<file path="src/hdl/pbp_pkg.sv">
`timescale 1ns / 1ps
`default_nettype none

package pbp_pkg;

  // fixed field widths of the request and result ports
  localparam int unsigned PageNumW  = 24;
  localparam int unsigned SlotOutW  = 2;
  localparam int unsigned StampW    = 32;

  // default geometry of the pool
  localparam int unsigned PoolSlotsDef  = 4;
  localparam int unsigned PageIdBitsDef = 24;

  typedef enum logic [1:0] {
    ST_IDLE,
    ST_SCAN,
    ST_UPDATE
  } pbp_state_e;

endpackage

`default_nettype wire

</file>
<file path="src/hdl/page_buffer_pool_lru.sv">
`timescale 1ns / 1ps
`default_nettype none

// Channel   | Direction | Handshake                | Payload
// ----------+-----------+--------------------------+-------------------------------------
// request   | in        | in_valid_i / in_stall_o  | page_number_i
// result    | out       | out_valid_o / out_stall_i| hit_o, slot_o, took_free_slot_o
//
// A request is taken in idle, then one slot is examined per cycle (tag compare, first
// free slot, smallest stamp), stopping early on a hit; the update state writes the
// directory and loads the result register. A new request is taken only once the last
// has left the update state. rst_ni clears the state, the used bits, the stamps, the
// access counter and the result valid; tags are left as they are. A stalled result
// holds the block in its update state but not the next request.
module page_buffer_pool_lru
  import pbp_pkg::*;
#(
  parameter int unsigned POOL_SLOTS   = PoolSlotsDef,
  parameter int unsigned PAGE_ID_BITS = PageIdBitsDef
) (
  input  wire logic                clk_i,
  input  wire logic                rst_ni,

  input  wire logic                in_valid_i,
  output logic                     in_stall_o,
  input  wire logic [PageNumW-1:0] page_number_i,

  output logic                     out_valid_o,
  input  wire logic                out_stall_i,
  output logic                     hit_o,
  output logic [SlotOutW-1:0]      slot_o,
  output logic                     took_free_slot_o
);

  localparam int unsigned IdxW = $clog2(POOL_SLOTS);

  typedef logic [IdxW-1:0]         idx_t;
  typedef logic [PAGE_ID_BITS-1:0] tag_t;
  typedef logic [StampW-1:0]       stamp_t;

  // control
  pbp_state_e state_q, state_d;
  idx_t       scan_q, scan_d;

  // request context
  tag_t       page_q, page_d;
  stamp_t     stamp_q, stamp_d;
  stamp_t     counter_q, counter_d;

  // search results
  logic       hit_q, hit_d;
  idx_t       sel_q, sel_d;
  logic       free_found_q, free_found_d;
  idx_t       free_idx_q, free_idx_d;
  idx_t       best_idx_q, best_idx_d;
  stamp_t     best_stamp_q, best_stamp_d;

  // directory
  logic [POOL_SLOTS-1:0] used_q;
  tag_t                  tag_q   [POOL_SLOTS];
  stamp_t                stamp_arr_q [POOL_SLOTS];

  // result register
  logic       out_valid_q, out_valid_d;
  logic       out_hit_q, out_hit_d;
  idx_t       out_slot_q, out_slot_d;
  logic       out_free_q, out_free_d;

  logic       dir_wr;     // refresh the stamp of the selected slot
  logic       dir_fill;   // install the tag and mark the slot used

  logic       match;
  tag_t       page_in;
  logic [PageNumW+PAGE_ID_BITS-1:0] page_wide;
  logic [IdxW+SlotOutW-1:0]         slot_wide;

  // keep only the low PAGE_ID_BITS of the request, zero-extend if narrower
  assign page_wide = {{PAGE_ID_BITS{1'b0}}, page_number_i};
  assign page_in   = page_wide[PAGE_ID_BITS-1:0];

  assign match  = used_q[scan_q] && (tag_q[scan_q] == page_q);

  always_comb begin
    state_d      = state_q;
    scan_d       = scan_q;
    page_d       = page_q;
    stamp_d      = stamp_q;
    counter_d    = counter_q;
    hit_d        = hit_q;
    sel_d        = sel_q;
    free_found_d = free_found_q;
    free_idx_d   = free_idx_q;
    best_idx_d   = best_idx_q;
    best_stamp_d = best_stamp_q;
    out_valid_d  = out_valid_q && out_stall_i;
    out_hit_d    = out_hit_q;
    out_slot_d   = out_slot_q;
    out_free_d   = out_free_q;
    dir_wr       = 1'b0;
    dir_fill     = 1'b0;
    in_stall_o   = 1'b1;

    case (state_q)
      ST_IDLE: begin
        in_stall_o = 1'b0;
        if (in_valid_i) begin
          // advance the access counter, saturating at all ones
          if (counter_q != '1) begin
            counter_d = counter_q + stamp_t'(1);
          end
          stamp_d      = (counter_q != '1) ? counter_q + stamp_t'(1) : counter_q;
          page_d       = page_in;
          scan_d       = '0;
          free_found_d = 1'b0;
          state_d      = ST_SCAN;
        end
      end

      ST_SCAN: begin
        if (match) begin
          hit_d   = 1'b1;
          sel_d   = scan_q;
          state_d = ST_UPDATE;
        end else begin
          if (!used_q[scan_q] && !free_found_q) begin
            free_found_d = 1'b1;
            free_idx_d   = scan_q;
          end
          // only a strictly smaller stamp displaces the candidate
          if (scan_q == '0 || stamp_arr_q[scan_q] < best_stamp_q) begin
            best_idx_d   = scan_q;
            best_stamp_d = stamp_arr_q[scan_q];
          end
          if (scan_q == idx_t'(POOL_SLOTS - 1)) begin
            hit_d   = 1'b0;
            sel_d   = free_found_d ? free_idx_d : best_idx_d;
            state_d = ST_UPDATE;
          end else begin
            scan_d = scan_q + idx_t'(1);
          end
        end
      end

      ST_UPDATE: begin
        // hold while the previous result is still stalled
        if (!out_valid_q || !out_stall_i) begin
          dir_wr      = 1'b1;
          dir_fill    = !hit_q;
          out_valid_d = 1'b1;
          out_hit_d   = hit_q;
          out_slot_d  = sel_q;
          out_free_d  = !hit_q && free_found_q;
          state_d     = ST_IDLE;
        end
      end

      default: begin
        state_d = ST_IDLE;
      end
    endcase
  end

  always_ff @(posedge clk_i or negedge rst_ni) begin
    if (!rst_ni) begin
      state_q     <= ST_IDLE;
      counter_q   <= '0;
      out_valid_q <= 1'b0;
      used_q      <= '0;
      for (int i = 0; i < POOL_SLOTS; i++) begin
        stamp_arr_q[i] <= '0;
      end
    end else begin
      state_q     <= state_d;
      counter_q   <= counter_d;
      out_valid_q <= out_valid_d;
      if (dir_wr) begin
        stamp_arr_q[sel_q] <= stamp_q;
      end
      if (dir_fill) begin
        used_q[sel_q] <= 1'b1;
      end
    end
  end

  // payload and datapath registers
  always_ff @(posedge clk_i) begin
    scan_q       <= scan_d;
    page_q       <= page_d;
    stamp_q      <= stamp_d;
    hit_q        <= hit_d;
    sel_q        <= sel_d;
    free_found_q <= free_found_d;
    free_idx_q   <= free_idx_d;
    best_idx_q   <= best_idx_d;
    best_stamp_q <= best_stamp_d;
    out_hit_q    <= out_hit_d;
    out_slot_q   <= out_slot_d;
    out_free_q   <= out_free_d;
    if (dir_fill) begin
      tag_q[sel_q] <= page_q;
    end
  end

  // slot field carries the low two bits of the slot index
  assign slot_wide        = {{SlotOutW{1'b0}}, out_slot_q};
  assign out_valid_o      = out_valid_q;
  assign hit_o            = out_hit_q;
  assign slot_o           = slot_wide[SlotOutW-1:0];
  assign took_free_slot_o = out_free_q;

endmodule

`default_nettype wire
</file>
<file path="config.mk">
export PLATFORM = sky130hd
export DESIGN_NAME = page_buffer_pool_lru
export DESIGN_NICKNAME = d
export VERILOG_FILES = /design/src/hdl/pbp_pkg.sv /design/src/hdl/page_buffer_pool_lru.sv
export SDC_FILE = /design/constraint.sdc
export NUM_CORES = 1
export LEC_CHECK = 0
export ABC_AREA = 1
export BUFFER_PORTS_ARGS = -buffer_cell sky130_fd_sc_hd__buf_2
export CORE_MARGIN = 1.5
export CORE_UTILIZATION = 25
export DETAILED_ROUTE_END_ITERATION = 12
export SYNTH_ARGS = -nofsm -noshare
export SYNTH_HDL_FRONTEND = slang
export SYNTH_SLANG_ARGS = --single-unit
export TNS_END_PERCENT = 5
</file>
<file path="constraint.sdc">
create_clock -name clk_i -period 4.84 [get_ports clk_i]
set_input_delay 0.242 -clock clk_i [delete_from_list [all_inputs] [get_ports clk_i]]
set_output_delay 0.242 -clock clk_i [all_outputs]
set_load 0.02 [all_outputs]
</file>
==> out/metrics.yaml <==
status: "finished clean"
synth_edf_count: 198
vias: 11300
hpwlAfterDp_mm: 23.0
timing.rr.end: "best_stamp_q[14]$_DFFE_PP_"
grtUsageTotal: 0.112
cts_buffer_depth: 3
cts_buffers: 38
initial_core_util: 0.254
p_sw_mw: 4.15
cts_tree: "yes"
row_count: 92
drc: 0
power.total_mw: 11.5
viasPerCell: 4.44
area_delta_synth_final_pct: 16.5
ys_types: 37
power_density_nw_per_um2: 616
relSlewSlack: 0.264
maxSlewViolCount: 0
clk_pin_slew_ns: 0.06
gp_congestion: 0.875
period_needed_ns: 3.49
final_layout_size_suffix_gt1_frac: 0.0862
worst-setup-path-type: "reg -> reg"
ff2ff_path_depth: 14
htreeDepth: 2
hold_path.class: "in -> reg"
multiInputGateArea_um2: 5150
area.sequential_um2: 10200
hold_viol_final: 0
worstHoldPathCells: 3
drt_iter0_markers: 890
wl_per_cell_um: 14.5
fill_cells: 6579
ys_ff_latch: 367
async_flop_share: 0.455
intPower_mw: 7.38
cp-start-kind: "flip-flop"
dieArea_um2: 65800
ir_worst_vdd_mv: 0.321
nets: 1738
tns_ns: 0
p_seq_frac: 0.421
clkPwrFrac: 0.257
dr.pass1.iters: 5
drv_cap: 0
p_comb_frac: 0.322
post_cts_buffers: 0
leakagePower_nw: 7.78
place_inst: 2457
pin_count: 34
ys.flop_type: "edfxtp_1"
final_cells: 2551
r2r-start: "scan_q[0]$_DFFE_PN_"
grt_pass1_vias: 11400
critPathCaptureType: "flip-flop"
antenna_cells: 0
antenna_found_initial: 0
cts-resized-gates: 0
rsz0062_at_grt: "no"
seq_area_frac_synth: 0.632
grt_max_degree: 118
cts.sinks: 367
required_ns: 5.02
detail-route-antenna-nets: 0
hold_end: "out_valid_o$_DFF_PN0_"
ctsRootBufferMaster: "clkbuf_16"
cp.arrival_ns: 3.67
die_x_um: 257
timing.final.crit_share: 0.721
r2r_slack_ns: 1.35
routed_wl_mm: 36.9
clk_latency_ns: 0.54
power_switching_share: 0.360
synth_fp_nets: 1691
yosys_warnings: 0
grt_pass1_wl_mm: 60.5
die_h_um: 257
grt.overflow.total: 0
crit_start: "scan_q[0]$_DFFE_PN_"
worst_clock_skew_ns: 0.0164
critPathMaxFanout: 73
synthCells: 1629
place_area_um2: 17200
core-area_um2: 63300
hp-start: "out_stall_i"
numPortBuffers: 33
stdcell_area_um2: 18700
setup_violations: 0
syn_avg_cell_area_um2: 9.87
syn-cell-area_um2: 16100
fmax_mhz: 286
tightest_slew_ns: 1.10
-- cell families after synthesis --
| group | synth area share |
|---|---|
| AO/OA/AOI/OAI | 0.0923 |
| XOR/XNOR | 0.0147 |
| adder cells (fa/ha/maj) | 0.0265 |
| buffers and inverters | 0.0490 |
| flip-flops | 0.632 |
| AND/OR/NAND/NOR | 0.185 |
-- synthesized netlist by cell type (all sizes together) (3+ instances only) --
master,instances,share of area
a31oi,3,0.0012
dfrtp,167,0.26
or2,18,0.0070
nor4,9,0.0035
clkbuf,56,0.013
xnor2,9,0.0049
o22ai,31,0.012
o21ai,228,0.071
nor2,121,0.029
edfxtp,198,0.37
nand4,25,0.0097
nand3,80,0.025
inv,128,0.030
nor3b,3,0.0014
ha,34,0.026
nor3,16,0.0050
xor2,18,0.0098
a21oi,18,0.0056
buf,16,0.0058
nand2,439,0.10
-- area by class of cell --
type	count	share of cell area
Clock buffer	56	0.0627
Clock inverter	13	0.00521
Sequential cell	367	0.543
Inverter	129	0.0260
Multi-Input combinational cell	1061	0.275
Timing Repair Buffer	79	0.0316
Tap cell	846	0.0565
-- repair_timing --
item / CTS / global route
hold buffers: 25 / 0
endpoints found under the hold margin: 140 / 0
setup endpoints to repair: 0 / 0
-- power groups by stage --
stage	clock network [mW]	registers, mW	logic, mW
3_3_place_gp	0	4.89	3.60
6_report	2.96	4.85	3.72
3_5_place_dp	0	4.90	3.72
2_1_floorplan	0	4.74	2.75
4_1_cts	3.03	4.85	3.77
5_1_grt	3.16	4.95	4.31
-- placed cells by master (no fill, tap or decap), types with 2 or more instances in the layout --
cell type and count:
dlygate4sd3_1 25, nand3_1 78, nand2_1 436, nand3b_1 2, a21oi_1 17, clkbuf_1 7, dfrtp_1 167, o21ai_0 228
nor4_1 9, ha_1 34, clkbuf_8 7, nand4_1 25, xnor2_1 9, clkinv_2 6, nand2_2 3, buf_2 32
clkinv_1 3, nor2_1 114, xor2_1 18, o22ai_1 31, nand3_2 2, a31oi_1 3, edfxtp_1 198, clkbuf_16 42
inv_1 126, nor3b_1 3, dfxtp_1 2, nor3_1 16, inv_2 2, nor2_2 6, buf_4 20, clkinv_4 2
or2_2 18
-- per-stage QoR --
stage               worst slack (ns)   util  hold WS, ns
floorplan                      0.453      -      -0.0536
global placement                1.43  0.272        0.421
detailed placement              1.35  0.272        0.420
CTS                             1.33  0.296      0.00428
global route                   0.981  0.296       0.0184
finish                          1.35  0.296       0.0300
-- per-layer routing --
metal,share of wire,GRT usage,wire length [um]
met5,0,0,0
met4,0.017,0.0281,624
met3,0.050,0.0205,1860
met2,0.45,0.177,16500
met1,0.49,0.157,18000
-- state kept, by name, indices dropped and copies added (netlist names), 2 cells and up, named ones only --
| register | count |
|---|---|
| stamp_arr_q | 128 |
| counter_q | 32 |
| stamp_q | 32 |
| slot_o | 2 |
| sel_q | 2 |
| free_idx_q | 2 |
| state_q | 2 |
| best_idx_q | 2 |
| best_stamp_q | 32 |
| page_q | 24 |
| tag_q | 96 |
| used_q | 4 |
| scan_q | 2 |
-- how the worst max path moves through the flow --
stage	to	slack [ns]	depth (start not counted)
2_1_floorplan	best_stamp_q[0]$_DFFE_PP_	0.45	16
3_3_place_gp	best_stamp_q[4]$_DFFE_PP_	1.43	14
3_5_place_dp	best_stamp_q[4]$_DFFE_PP_	1.35	14
4_1_cts	best_stamp_q[12]$_DFFE_PP_	1.33	14
5_1_grt	best_stamp_q[12]$_DFFE_PP_	0.98	14
6_report	best_stamp_q[14]$_DFFE_PP_	1.35	14
-- worst max-delay path, stage by stage (launching register included) --
cell,delay (ns)
edfxtp_1,0.36
buf_4,0.62
o21ai_0,0.19
o22ai_1,0.32
ha_1,0.32
nand2_1,0.08
inv_1,0.05
nand3_1,0.10
inv_1,0.05
a21oi_1,0.13
nand2_1,0.11
nand2_1,0.07
nand2_1,0.13
a21oi_4,0.17
buf_4,0.41
Note: power is estimated with default switching activity, not from simulation.
